`src/sv/pcxrle_pkg.sv`:
```
`timescale 1ns / 1ps
// Shared types and constants of the PCX run-length decoder.
// No dependencies; every other file imports this package.
package pcxrle_pkg;

    localparam int MAX_DIM     = 4096;
    localparam int DIM_W       = $clog2(MAX_DIM + 1);
    localparam int CFG_W       = 13;
    localparam int CFG_IDX_W   = 2;
    localparam int COORD_W     = 12;
    localparam int BYTE_W      = 8;
    localparam int RUN_W       = 6;
    localparam int QUEUE_DEPTH = 2;
    localparam int QUEUE_AW    = $clog2(QUEUE_DEPTH);
    localparam int QUEUE_CW    = $clog2(QUEUE_DEPTH + 1);

    localparam logic [BYTE_W-1:0] RUN_MARK = 8'hC0;
    localparam logic [RUN_W-1:0]  RUN_MASK = 6'h3F;

    typedef enum logic [CFG_IDX_W-1:0] {
        REG_IMAGE_WIDTH  = 2'd0,
        REG_LINE_BYTES   = 2'd1,
        REG_IMAGE_HEIGHT = 2'd2
    } t_reg_index;

    typedef enum logic {
        ST_IDLE,
        ST_RUN
    } t_back_state;

    typedef struct packed {
        logic [BYTE_W-1:0] code_byte;
        logic              new_image;
    } t_in_item;

    typedef struct packed {
        logic [BYTE_W-1:0]  pixel_value;
        logic [COORD_W-1:0] column;
        logic [COORD_W-1:0] row;
        logic               last_of_run;
        logic               end_of_image;
    } t_out_item;

    typedef struct packed {
        logic [CFG_IDX_W-1:0] reg_index;
        logic [CFG_W-1:0]     wr_data;
    } t_cfg_item;

    // One classified byte: a pixel value with its repeat count and a new-image clear flag.
    typedef struct packed {
        logic              clear;
        logic [RUN_W-1:0]  count;
        logic [BYTE_W-1:0] value;
    } t_cmd;

    typedef struct packed {
        logic full;
        logic empty;
    } t_q_stat;

    function automatic logic [DIM_W-1:0] sat_dim(input logic [CFG_W-1:0] v);
        if (int'(v) > MAX_DIM) begin
            return DIM_W'(MAX_DIM);
        end
        return DIM_W'(v);
    endfunction

endpackage

```
`src/sv/pcxrle_if.sv`:
```
`timescale 1ns / 1ps
// Valid/ready channel interfaces for input bytes, output pixels and config writes.
// Depends on pcxrle_pkg for the payload types.
interface pcxrle_in_if;
    import pcxrle_pkg::*;
    logic     valid;
    logic     ready;
    t_in_item data;
    modport source (output valid, output data, input ready);
    modport sink   (input valid, input data, output ready);
endinterface

interface pcxrle_out_if;
    import pcxrle_pkg::*;
    logic      valid;
    logic      ready;
    t_out_item data;
    modport source (output valid, output data, input ready);
    modport sink   (input valid, input data, output ready);
endinterface

interface pcxrle_cfg_if;
    import pcxrle_pkg::*;
    logic      valid;
    logic      ready;
    t_cfg_item data;
    modport source (output valid, output data, input ready);
    modport sink   (input valid, input data, output ready);
endinterface

```
`src/sv/pcxrle_queue.sv`:
```
`timescale 1ns / 1ps
// Short command queue between the byte classifier and the pixel expander.
// Depends on pcxrle_pkg.
module pcxrle_queue (
    input  logic               i_clk,
    input  logic               i_rst_n,
    input  logic               i_push,
    input  pcxrle_pkg::t_cmd   i_cmd,
    input  logic               i_pop,
    output pcxrle_pkg::t_cmd   o_cmd,
    output pcxrle_pkg::t_q_stat o_stat
);
    import pcxrle_pkg::*;

    t_cmd                r_mem [QUEUE_DEPTH];
    logic [QUEUE_AW-1:0] r_wr_ptr;
    logic [QUEUE_AW-1:0] r_rd_ptr;
    logic [QUEUE_CW-1:0] r_count;
    logic                push_ok;
    logic                pop_ok;

    assign push_ok      = i_push && (r_count != QUEUE_CW'(QUEUE_DEPTH));
    assign pop_ok       = i_pop && (r_count != '0);
    assign o_cmd        = r_mem[r_rd_ptr];
    assign o_stat.full  = (r_count == QUEUE_CW'(QUEUE_DEPTH));
    assign o_stat.empty = (r_count == '0);

    always_ff @(posedge i_clk) begin
        if (push_ok) begin
            r_mem[r_wr_ptr] <= i_cmd;
        end
    end

    always_ff @(posedge i_clk) begin
        if (!i_rst_n) begin
            r_wr_ptr <= '0;
            r_rd_ptr <= '0;
            r_count  <= '0;
        end else begin
            if (push_ok) begin
                r_wr_ptr <= r_wr_ptr + 1'b1;
            end
            if (pop_ok) begin
                r_rd_ptr <= r_rd_ptr + 1'b1;
            end
            if (push_ok && !pop_ok) begin
                r_count <= r_count + 1'b1;
            end else if (pop_ok && !push_ok) begin
                r_count <= r_count - 1'b1;
            end
        end
    end

endmodule

```
`src/sv/pcxrle_front.sv`:
```
`timescale 1ns / 1ps
// Byte classifier: pairs run headers with their value byte and emits commands.
// Depends on pcxrle_pkg and pcxrle_if.
module pcxrle_front (
    input  logic                i_clk,
    input  logic                i_rst_n,
    pcxrle_in_if.sink           i_in,
    input  pcxrle_pkg::t_q_stat i_q_stat,
    output logic                o_push,
    output pcxrle_pkg::t_cmd    o_cmd
);
    import pcxrle_pkg::*;

    logic             r_awaiting;
    logic [RUN_W-1:0] r_pending;
    logic             n_awaiting;
    logic [RUN_W-1:0] n_pending;
    logic             accept;
    logic             awaiting_eff;

    assign i_in.ready   = !i_q_stat.full;
    assign accept       = i_in.valid && i_in.ready;
    assign o_push       = accept;
    // a new image drops any half-seen run header
    assign awaiting_eff = r_awaiting && !i_in.data.new_image;

    always_comb begin
        n_awaiting  = r_awaiting;
        n_pending   = r_pending;
        o_cmd.clear = i_in.data.new_image;
        o_cmd.value = i_in.data.code_byte;
        if (awaiting_eff) begin
            o_cmd.count = r_pending;
            n_awaiting  = 1'b0;
        end else if ((i_in.data.code_byte & RUN_MARK) == RUN_MARK) begin
            o_cmd.count = '0;
            n_awaiting  = 1'b1;
            n_pending   = i_in.data.code_byte[RUN_W-1:0] & RUN_MASK;
        end else begin
            o_cmd.count = RUN_W'(1);
            n_awaiting  = 1'b0;
        end
    end

    always_ff @(posedge i_clk) begin
        if (!i_rst_n) begin
            r_awaiting <= 1'b0;
            r_pending  <= '0;
        end else if (accept) begin
            r_awaiting <= n_awaiting;
            r_pending  <= n_pending;
        end
    end

endmodule

```
`src/sv/pcxrle_back.sv`:
```
`timescale 1ns / 1ps
// Pixel expander: walks each command over the scan line, holds the position,
// the configuration registers and the output register. Depends on pcxrle_pkg, pcxrle_if.
module pcxrle_back (
    input  logic                i_clk,
    input  logic                i_rst_n,
    input  pcxrle_pkg::t_cmd    i_cmd,
    input  pcxrle_pkg::t_q_stat i_q_stat,
    output logic                o_pop,
    pcxrle_out_if.source        o_out,
    pcxrle_cfg_if.sink          i_cfg
);
    import pcxrle_pkg::*;

    t_back_state      r_state;
    t_back_state      n_state;
    logic [DIM_W-1:0] r_width;
    logic [DIM_W-1:0] r_lbytes;
    logic [DIM_W-1:0] r_height;
    logic [DIM_W-1:0] r_col;
    logic [DIM_W-1:0] r_row;
    logic             r_finished;
    logic [BYTE_W-1:0] r_value;
    logic [RUN_W-1:0] r_remain;
    logic             r_out_valid;
    t_out_item        r_out;

    logic [DIM_W-1:0] n_col;
    logic [DIM_W-1:0] n_row;
    logic             n_finished;
    logic [RUN_W-1:0] n_remain;
    logic             n_out_valid;
    t_out_item        n_out;

    logic             cfg_wr;
    logic [DIM_W-1:0] cfg_val;
    logic [DIM_W-1:0] sw_max;
    logic [DIM_W-1:0] scan_w;
    logic [DIM_W:0]   col_p1;
    logic [DIM_W:0]   row_p1;
    logic [DIM_W:0]   jump_sum;
    logic             visible;
    logic             is_last;
    logic             cmd_live;
    logic             out_free;
    logic             stall;
    logic             single;
    logic             run_done;
    logic             emit;
    logic             load;

    assign i_cfg.ready = 1'b1;
    assign cfg_wr      = i_cfg.valid;
    assign cfg_val     = sat_dim(i_cfg.data.wr_data);

    assign sw_max   = (r_width > r_lbytes) ? r_width : r_lbytes;
    assign scan_w   = (sw_max == '0) ? DIM_W'(1) : sw_max;
    assign col_p1   = {1'b0, r_col} + 1'b1;
    assign row_p1   = {1'b0, r_row} + 1'b1;
    assign jump_sum = {1'b0, r_col} + (DIM_W+1)'(r_remain);
    assign visible  = (r_col < r_width);
    // the last visible pixel of a command: run exhausted or padding follows
    assign is_last  = (r_remain == RUN_W'(1)) || (col_p1 >= {1'b0, r_width});
    assign cmd_live = (r_remain != '0) && !r_finished;
    assign out_free = !r_out_valid || o_out.ready;
    assign stall    = cmd_live && visible && !out_free;
    assign single   = cmd_live && visible && !is_last;
    assign run_done = !stall && !single;

    // next state
    always_comb begin
        n_state = r_state;
        case (r_state)
            ST_IDLE: begin
                if (!i_q_stat.empty) begin
                    n_state = ST_RUN;
                end
            end
            ST_RUN: begin
                if (run_done) begin
                    n_state = ST_IDLE;
                end
            end
            default: n_state = ST_IDLE;
        endcase
    end

    // state outputs
    always_comb begin
        load = 1'b0;
        emit = 1'b0;
        case (r_state)
            ST_IDLE: load = !i_q_stat.empty;
            ST_RUN:  emit = cmd_live && visible && out_free;
            default: begin
                load = 1'b0;
                emit = 1'b0;
            end
        endcase
    end

    assign o_pop = load;

    // position walk
    always_comb begin
        n_col      = r_col;
        n_row      = r_row;
        n_finished = r_finished;
        n_remain   = r_remain;
        if (load) begin
            n_remain = i_cmd.count;
            if (i_cmd.clear) begin
                n_col      = '0;
                n_row      = '0;
                n_finished = (r_height == '0);
            end
        end else if (r_state == ST_RUN && cmd_live && !stall) begin
            if (single) begin
                n_col    = col_p1[DIM_W-1:0];
                n_remain = r_remain - 1'b1;
            end else begin
                // skip the rest of the run in one go; a wrap cuts it off
                n_remain = '0;
                if (jump_sum >= {1'b0, scan_w}) begin
                    n_col = '0;
                    n_row = row_p1[DIM_W-1:0];
                    if (row_p1 >= {1'b0, r_height}) begin
                        n_finished = 1'b1;
                    end
                end else begin
                    n_col = jump_sum[DIM_W-1:0];
                end
            end
        end
        if (cfg_wr && i_cfg.data.reg_index == REG_IMAGE_HEIGHT && r_row >= cfg_val) begin
            n_finished = 1'b1;
        end
    end

    // output register
    always_comb begin
        n_out_valid        = r_out_valid && !o_out.ready;
        n_out              = r_out;
        if (emit) begin
            n_out_valid        = 1'b1;
            n_out.pixel_value  = r_value;
            n_out.column       = COORD_W'(r_col);
            n_out.row          = COORD_W'(r_row);
            n_out.last_of_run  = is_last;
            n_out.end_of_image = (row_p1 == {1'b0, r_height}) &&
                                 (col_p1 == {1'b0, r_width});
        end
    end

    assign o_out.valid = r_out_valid;
    assign o_out.data  = r_out;

    always_ff @(posedge i_clk) begin
        r_out <= n_out;
        if (load) begin
            r_value <= i_cmd.value;
        end
    end

    always_ff @(posedge i_clk) begin
        if (!i_rst_n) begin
            r_state     <= ST_IDLE;
            r_width     <= DIM_W'(1);
            r_lbytes    <= DIM_W'(1);
            r_height    <= DIM_W'(1);
            r_col       <= '0;
            r_row       <= '0;
            r_finished  <= 1'b0;
            r_remain    <= '0;
            r_out_valid <= 1'b0;
        end else begin
            r_state     <= n_state;
            r_col       <= n_col;
            r_row       <= n_row;
            r_finished  <= n_finished;
            r_remain    <= n_remain;
            r_out_valid <= n_out_valid;
            if (cfg_wr) begin
                case (i_cfg.data.reg_index)
                    REG_IMAGE_WIDTH:  r_width  <= cfg_val;
                    REG_LINE_BYTES:   r_lbytes <= cfg_val;
                    REG_IMAGE_HEIGHT: r_height <= cfg_val;
                    default: ;
                endcase
            end
        end
    end

endmodule

```
`src/sv/pcx_rle_decoder.sv`:
```
`timescale 1ns / 1ps
// A literal byte passes the command queue, the expander's load step and the output register
// before it raises o_out.valid, with the expander idle and the output register free.
// The expander loads one command, then emits its visible pixels, holding while the output
// stalls; it takes no new command until done. Run headers and all-padding runs still load and run.
// Reset (i_rst_n low, synchronous): position cleared, all three size registers
// set to 1, queue and output register emptied; no clearing pass is needed.
module pcx_rle_decoder (
    input  logic          i_clk,
    input  logic          i_rst_n,
    pcxrle_in_if.sink     i_in,
    pcxrle_out_if.source  o_out,
    pcxrle_cfg_if.sink    i_cfg
);
    import pcxrle_pkg::*;

    // Front side: classify bytes into commands (value, count, clear).
    // A run header yields a zero-count command so a new-image clear still
    // reaches the position state in order.
    logic    front_push;
    t_cmd    front_cmd;
    t_cmd    queue_cmd;
    t_q_stat queue_stat;
    logic    back_pop;

    pcxrle_front u_front (
        .i_clk    (i_clk),
        .i_rst_n  (i_rst_n),
        .i_in     (i_in),
        .i_q_stat (queue_stat),
        .o_push   (front_push),
        .o_cmd    (front_cmd)
    );

    // Decouple: hold up to two commands so the byte side keeps requesting
    // while a long run drains pixel by pixel.
    pcxrle_queue u_queue (
        .i_clk   (i_clk),
        .i_rst_n (i_rst_n),
        .i_push  (front_push),
        .i_cmd   (front_cmd),
        .i_pop   (back_pop),
        .o_cmd   (queue_cmd),
        .o_stat  (queue_stat)
    );

    // Back side: expand each command along the scan line, drop padding
    // columns in one step, advance the row on a wrap and stop once the
    // image is finished. The output register takes a new pixel in the
    // same cycle that the waiting request is taken.
    pcxrle_back u_back (
        .i_clk    (i_clk),
        .i_rst_n  (i_rst_n),
        .i_cmd    (queue_cmd),
        .i_q_stat (queue_stat),
        .o_pop    (back_pop),
        .o_out    (o_out),
        .i_cfg    (i_cfg)
    );

endmodule

```
`src/flat_wrapper.sv`:
```
// flat-port wrapper written by rule: the top's interface ports become plain ports
module pcx_rle_decoder_flat import pcxrle_pkg::*;
  (i_clk, i_rst_n, i_in_valid, i_in_data, i_in_ready, o_out_valid, o_out_data, o_out_ready, i_cfg_valid, i_cfg_data, i_cfg_ready);
  pcxrle_in_if i_in_i ();
  pcxrle_out_if o_out_i ();
  pcxrle_cfg_if i_cfg_i ();
  input  logic i_clk;
  input  logic i_rst_n;
  input wire logic [$bits(i_in_i.valid)-1:0] i_in_valid;
  input wire logic [$bits(i_in_i.data)-1:0] i_in_data;
  output wire logic [$bits(i_in_i.ready)-1:0] i_in_ready;
  output wire logic [$bits(o_out_i.valid)-1:0] o_out_valid;
  output wire logic [$bits(o_out_i.data)-1:0] o_out_data;
  input wire logic [$bits(o_out_i.ready)-1:0] o_out_ready;
  input wire logic [$bits(i_cfg_i.valid)-1:0] i_cfg_valid;
  input wire logic [$bits(i_cfg_i.data)-1:0] i_cfg_data;
  output wire logic [$bits(i_cfg_i.ready)-1:0] i_cfg_ready;
  assign i_in_i.valid = i_in_valid;
  assign i_in_i.data = i_in_data;
  assign i_in_ready = i_in_i.ready;
  assign o_out_valid = o_out_i.valid;
  assign o_out_data = o_out_i.data;
  assign o_out_i.ready = o_out_ready;
  assign i_cfg_i.valid = i_cfg_valid;
  assign i_cfg_i.data = i_cfg_data;
  assign i_cfg_ready = i_cfg_i.ready;
  pcx_rle_decoder u_core (.i_clk(i_clk), .i_rst_n(i_rst_n), .i_in(i_in_i), .o_out(o_out_i), .i_cfg(i_cfg_i));
endmodule
```
`config.mk`:
```
export PLATFORM = sky130hd
export DESIGN_NAME = pcx_rle_decoder_flat
export DESIGN_NICKNAME = d
export VERILOG_FILES = /design/src/sv/pcxrle_pkg.sv /design/src/sv/pcxrle_if.sv /design/src/sv/pcxrle_queue.sv /design/src/sv/pcxrle_front.sv /design/src/sv/pcxrle_back.sv /design/src/sv/pcx_rle_decoder.sv /design/src/flat_wrapper.sv
export SDC_FILE = /design/constraint.sdc
export NUM_CORES = 1
export LEC_CHECK = 0
export ABC_AREA = 1
export ABC_CLOCK_PERIOD_IN_PS = 13000
export BUFFER_PORTS_ARGS = -buffer_cell sky130_fd_sc_hd__buf_2
export CAP_MARGIN = 20
export CORE_MARGIN = 2
export CORE_UTILIZATION = 60
export CTS_BUF_LIST = sky130_fd_sc_hd__clkbuf_16
export DETAILED_ROUTE_END_ITERATION = 10
export PLACE_DENSITY = 0.79
export SLEW_MARGIN = 0
export SYNTH_ARGS = -nofsm -noshare
export SYNTH_HDL_FRONTEND = slang
export SYNTH_HIERARCHICAL = 1
export SYNTH_SLANG_ARGS = --single-unit
```
`constraint.sdc`:
```
create_clock -name i_clk -period 13 [get_ports i_clk]
set_clock_uncertainty 0.15 [all_clocks]
set_input_delay 0.65 -clock i_clk [delete_from_list [all_inputs] [get_ports i_clk]]
set_output_delay 0.65 -clock i_clk [all_outputs]
set_load 0.02 [all_outputs]
```
== Word level (Yosys, flattened, before mapping) ==
Memories as Yosys holds them, arrays and structs flattened. A register that Yosys moved wholly into a read port is not among the register bits.
Cells that the tools add are included.

* Register bits after elaboration: 127
* Bits in writable memories: 30
* Bits of input ports: 29
* Output and inout bits: 37
* Word-level logic and storage cells: 141
* Memories: 1

{| class="wikitable"
|+ Memory list
! memory !! depth !! width !! read ports !! clocked after Yosys merged registers in !! write ports !! RTL line !! text
|-
| u_core.u_queue.r_mem || 2 || 15 || 1 || 1 || 1 || pcxrle_queue.sv:15 || <nowiki>t_cmd r_mem [QUEUE_DEPTH];</nowiki>
|}

* $add $sub $neg: 8
* Magnitude comparators: 7
* Equal/unequal tests: 12
* Mux-type cells: 40
* Bitwise logic cells: 2
* Reductions and logical operators: 51

{| class="wikitable"
|+ Operators by type and width
! cell !! count
|-
| $mux 13 || 13
|-
| $ge 14x13->1 || 3
|-
| $add 13x1->14 const B || 2
|-
| $eq 14x13->1 || 2
|-
| $logic_not 13->1 || 2
|-
| $mux 6 || 4
|-
| $mux 1 || 20
|-
| $logic_and 1x1->1 || 18
|-
| $add 13x6->14 || 1
|-
| $ge 13x13->1 || 1
|-
| $gt 13x13->1 || 1
|-
| $gt 13x13->1 const B || 1
|-
| $lt 13x13->1 || 1
|-
| $logic_not 1->1 || 12
|-
| $reduce_bool 3->1 || 3
|-
| $reduce_and 2->1 || 4
|-
| $reduce_bool 2->1 || 4
|-
| $eq 2x2->1 const B || 3
|-
| $eq 6x1->1 const B || 1
|-
| $reduce_bool 6->1 || 1
|-
| $sub 6x1->6 const B || 1
|-
| $reduce_and 5->1 || 1
|-
| $logic_not 2->1 || 2
|-
| $mux 2 || 2
|-
| 13 further kinds || 17
|}

== Longest topological paths before layout ==
* Depth in word-level cells: 10
* Gate-level depth with buffers: 28
* Gate-level depth less buffers: 26

== By module ==
Netlist, hierarchy kept.

{| class="wikitable"
|+ Modules (own cells, without submodules)
! module !! instances !! cells each !! area an instance (um^2) !! seq. area each (um^2)
|-
| pcxrle_back || 1 || 1057 || 7908.8 || 2742.6
|-
| pcxrle_queue || 1 || 85 || 1388.8 || 1001.0
|-
| pcxrle_front || 1 || 64 || 417.9 || 140.1
|}

== Worst setup path after synthesis ==
Ideal clock, no wire load.

* Kind: register to register
* Start point: reg u_core.u_back.r_width[12]
* End point: reg u_core.u_back.r_out (netlist bit u_core/u_back/o_out.data[0]), enable pin
* Library setup time: 0.514 ns
* Arrival: 4.521 ns
* Data required time: 12.336 ns
* Slack: 7.816 ns
* Cell stages (with the launch flop): 10
* Buffers on the path: 0
* Period minus slack after synthesis: 5.184 ns
* Path through: dfxtp_1 inv_1 ha_1 nand2_1 inv_1 nand2_1 nand2_1 nor2_2 nand2_2 nor4_1

* Word-level cells in the longest chain between the ends: 4

{| class="wikitable"
|+ RTL lines
! element !! RTL line !! text
|-
| start, declared || pcxrle_back.sv:17 || <nowiki>logic [DIM_W-1:0] r_width;</nowiki>
|-
| start signal, assigned || pcxrle_back.sv:185 || <nowiki>REG_IMAGE_WIDTH: r_width <= cfg_val;</nowiki>
|-
| $lt 13x13->1 || pcxrle_back.sv:61 || <nowiki>assign visible = (r_col < r_width);</nowiki>
|-
| $logic_and 1x1->1 (2 in a row) || pcxrle_back.sv:94 || <nowiki>ST_RUN: emit = cmd_live && visible && out_free;</nowiki>
|-
| $mux 1 || pcxrle_back.sv:92 || <nowiki>case (r_state)</nowiki>
|-
| named net u_core.u_back.emit || pcxrle_back.sv:49 || <nowiki>logic emit;</nowiki>
|-
| end signal, assigned || pcxrle_back.sv:159 || <nowiki>r_out <= n_out;</nowiki>
|-
| end, declared || pcxrle_back.sv:26 || <nowiki>t_out_item r_out;</nowiki>
|}

The timed path passes the listed nets, and every way through them passes these cells.
A chain may end at the register's enable or synchronous reset.

== Worst setup path in the final report ==
* Start point: reg u_core.u_back.r_lbytes[8]
* End point: reg u_core.u_back.r_row[12]

* Word-level cells in the longest chain between the ends: 7

{| class="wikitable"
|+ RTL lines
! element !! RTL line !! text
|-
| start, declared || pcxrle_back.sv:18 || <nowiki>logic [DIM_W-1:0] r_lbytes;</nowiki>
|-
| start signal, assigned || pcxrle_back.sv:186 || <nowiki>REG_LINE_BYTES: r_lbytes <= cfg_val;</nowiki>
|-
| $gt 13x13->1 || pcxrle_back.sv:56 || <nowiki>assign sw_max = (r_width > r_lbytes) ? r_width : r_lbytes;</nowiki>
|-
| $mux 13 (*) || pcxrle_back.sv:56 ||
|-
| $logic_not 13->1 || pcxrle_back.sv:57 || <nowiki>assign scan_w = (sw_max == '0) ? DIM_W'(1) : sw_max;</nowiki>
|-
| $mux 13 (*) || pcxrle_back.sv:57 ||
|-
| $ge 14x13->1 (*) || pcxrle_back.sv:124 || <nowiki>if (jump_sum >= {1'b0, scan_w}) begin</nowiki>
|-
| $reduce_bool 2->1 (no line) (*) || -- ||
|-
| $reduce_and 4->1 (no line) (*) || -- ||
|-
| end signal, assigned || pcxrle_back.sv:179 || <nowiki>r_row <= n_row;</nowiki>
|-
| end, declared || pcxrle_back.sv:21 || <nowiki>logic [DIM_W-1:0] r_row;</nowiki>
|}

Mark *: on every way between the ends. The rest lies on a longest branch, timed or not.

==> summary.md <==
| Metric | Value |
|---|---|
| Status | `finished, final reports clean` |
| Worst-Skew Late Latency | `0.43 ns` |
| Area Growth Syn to Fin | `10.2%` |
| Worst-case clock buffer depth | `2` |
| Slowest cell on the critical path | `nand3_2` |
| Drc violations | `0` |
| Data arrival time of the critical path | `4.77 ns` |
| Hold WS | `0.268 ns` |
| Required time worst endpoint | `13.18 ns` |
| Fill cells | `1278` |
| TNS Setup | `0 ns` |
| Global-route wire length before repair | `36600 um` |
| Syn_nets | `1325` |
| Cells after Synth | `1206` |
| Worst hold path class | `input port to flip-flop` |
| Core area | `15800 um^2` |
| HPWL after DPL | `16200 um` |
| Fmax | `0.218 GHz` |
| Area leader, netlist | `edfxtp_1` |
| Slew @ Worst Pin | `0.884 ns` |
| Final Cell Area | `10700 um^2` |
| RSZ-0062 raised after global routing | `no` |
| Clock power share | `20.7%` |
| Crit path time final | `4.59 ns` |
| FF-to-FF setup slack | `8.41 ns` |
| Buffer and inverter count on the worst path | `2` |
| Pin count of the biggest net entering global routing | `60` |
| Logic pwr share | `48.8%` |
| TritonCTS clock tree | `done` |
| I/O pin total | `66` |
| Post-DR vias/cell | `5.49` |
| Worst R2R Path Depth | `23` |
| LEAKAGE | `5.01 nW` |
| Startpoint Class | `flip-flop` |
| Multi-input combinational cell area | `4920 um^2` |
| Post-synth cell types | `51` |
| Sequential cell area | `3880 um^2` |
| Pins Over Slew Limit | `0` |
| Cell-internal power | `1.30 mW` |
| Starting density of the core | `61.4%` |
| Most used cell, CP | `nand2_1` |
| Seq pwr share | `30.4%` |
| Net Sw Frac | `46.3%` |
| Post-Layout Cell Count | `1482` |
| Total GRT Usage | `26.2%` |
| Share of Yosys cell area claimed by the top area cell type | `22.3%` |
| Worst r2r src | `u_core/u_back/r_lbytes[8]` |
| Mapped Avg Cell Area | `8.06 um^2` |
| Die Span Y | `131 um` |
| Core Util, Final | `67.7%` |
| Gr ovfl total | `0` |
| Seq cells post-synth | `158` |
| Vias in the first global route | `7561` |
| Period utilisation layout | `35.3%` |
| Cts bufs inserted | `17` |
| CTS sink count | `158` |
| Synth area leaders | `edfxtp_1, dfxtp_1, ha_1, nand2_1, inv_1` |
| Critical-path cell list | `inv_1 -> ha_1 -> nand2_1 -> inv_1 -> nand3_1 -> nor2_1 -> nand4_2 -> nand2_1 -> nand2_1 -> nand2_1 -> nor2_1 -> nand2_1 -> nor2_1 -> nand2_1 -> nand2_1 -> ha_1 -> nand4_1 -> nor2_1 -> nand4_1 -> nand3_2 -> nand3_1 -> nand2_1 -> nor2_1` |
| Final setup viols | `0` |
| Worst setup path class | `flip-flop to flip-flop` |
| Share of cells above drive strength 1 | `13.1%` |
| Hold Buf Count CTS | `0` |
| Hold Path End | `u_core/u_queue/r_mem[1][6]` |
| Cell Area, Placed | `10100 um^2` |
| Pwr per Cell Area | `227 nW/um^2` |
| Slew margin rel. | `40.7%` |
| RD Place Congestion | `0.911` |
| Core Rows | `46` |
| CP Max Fanout | `26` |
| Nets | `1372` |
| Final WS setup | `8.41 ns` |
| Clock Tree Root | `clkbuf_16` |
| Switching power total | `1.12 mW` |
| Register area share after synthesis | `40.0%` |
| CP top delay family | `simple AND/OR/NAND/NOR gates` |
| Largest stage delay, worst path | `0.73 ns` |
| Place WS | `8.57 ns` |
| Power, Total | `2.43 mW` |
| Yosys warnings | `6` |
| Routed WL per cell | `15.0 um` |
| # Post-CTS Setup Buffers | `0` |
| Hold Path Depth | `1` |
| DRT iter0 DRCs | `709` |
| Vias | `8140` |
| Crit. End Element | `flip-flop` |
| Max VDD drop | `0.000227 V` |
| Fin. Hold Viols | `0` |
| DRT Pass-1 Iters | `8` |
| Min-Delay Startpoint | `i_in_data[7]` |
| WL final | `22200 um` |
| PortBufs | `64` |
| Post-route ant nets | `0` |
| Die area | `17200 um^2` |
| Placed Cells | `1450` |
| Antenna violations before repair | `0` |
| Antenna cell count | `0` |
| Depth of the CTS H-tree | `4` |
| Die X | `131 um` |
| Reg clk slew, reported paths | `0.07 ns` |
| Max-cap check violation count | `0` |
| R2r endpoint | `u_core/u_back/r_row[12]` |
| Mapped Area | `9720 um^2` |
| Cts repair resizes | `0` |
## routing by layer
layer,vias to the layer above,routed length (um),share of wire (%),global-route usage (%)
li1,4065,-,-,-
met1,3764,9740,44,33.4
met2,264,10800,48,44.8
met3,47,1130,5.1,4.75
met4,0,587,2.6,9.18
met5,-,0,0,0
## registers in the layout, summed over array words and instances (netlist names), 8 cells and up, named ones only
signal                    cells
u_core/u_back/r_width        13
u_core/u_back/o_out.data     34
u_core/u_back/r_col          13
u_core/u_queue/r_mem         30
u_core/u_back/r_row          13
u_core/u_back/r_value         8
u_core/u_back/r_lbytes       13
u_core/u_back/r_height       13
## worst max-delay path by stage
stage	to	startpoint	cells past startpoint	slack, ns
floorplan	u_core/u_back/o_out.data[0]	u_core/u_back/r_width[12]	9	7.82
global placement	u_core/u_back/r_row[0]	u_core/u_back/r_lbytes[8]	21	8.74
detailed placement	u_core/u_back/r_row[12]	u_core/u_back/r_lbytes[8]	21	8.57
CTS	u_core/u_back/r_row[12]	u_core/u_back/r_lbytes[8]	21	8.44
global route	u_core/u_back/r_row[3]	u_core/u_back/r_lbytes[8]	22	7.89
finish	u_core/u_back/r_row[12]	u_core/u_back/r_lbytes[8]	23	8.41
## synth_stat cells, drive strengths merged
library cell and n:
clkinv 1, buf 29, nand2 279, o41ai 1
nand3b 1, mux2 15, ha 89, o211ai 1
clkbuf 14, nand3 74, o21ai 62, nor2 110
o21a 4, xnor2 4, nand4 33, conb 1
inv 172, o21bai 6, fa 1, and2 1
a21boi 3, xor2 25, nor3 7, dfxtp 86
and3 2, nor4 5, edfxtp 72, a21oi 103
or2 1, a211oi 2, a21o 2
## placed cells by master, fill, tap and decap left out, types with 7 or more instances in the layout
master,synthesis,layout
buf_4,12,7
ha_1,89,89
clkbuf_16,0,17
nand2_2,11,11
edfxtp_1,72,72
mux2_4,10,10
buf_2,10,64
xor2_1,25,25
a21oi_1,101,101
nand3_1,63,63
nand3_2,11,11
o21ai_0,57,57
inv_1,166,166
nor2_1,97,97
dfxtp_1,86,86
nand4_1,31,31
nand2_1,267,267
## power by group through the flow
stage                     registers [mW]  clock network [mW]  logic, mW
after CTS                          0.739               0.513       1.18
after floorplan                    0.766                   0      0.911
after global placement             0.745                   0       1.13
final                              0.739               0.503       1.19
after detailed placement           0.749                   0       1.16
after global routing               0.752               0.533       1.32
## cells by family after synthesis
kind of cell | after synthesis | synth area share (%)
and+or+nand+nor | 513 | 23.8
AOI/OAI and AO/OA | 184 | 10.3
muxes | 15 | 2.12
adders and majority gates | 90 | 11.7
xor gates and xnor gates | 29 | 2.61
DFF | 158 | 40.0
other | 1 | 0.0386
buffers and inverters | 216 | 9.50
## area by class of cell
cell class / count / share of cell area, %
repair buffers: 71 / 3.48
flip-flops and latches: 158 / 36.3
clock buffers: 17 / 3.97
clock inverters: 15 / 1.68
multi-input cells: 832 / 46.0
inverters: 173 / 6.09
well taps: 216 / 2.52
Note: power is estimated with default switching activity, not from simulation.
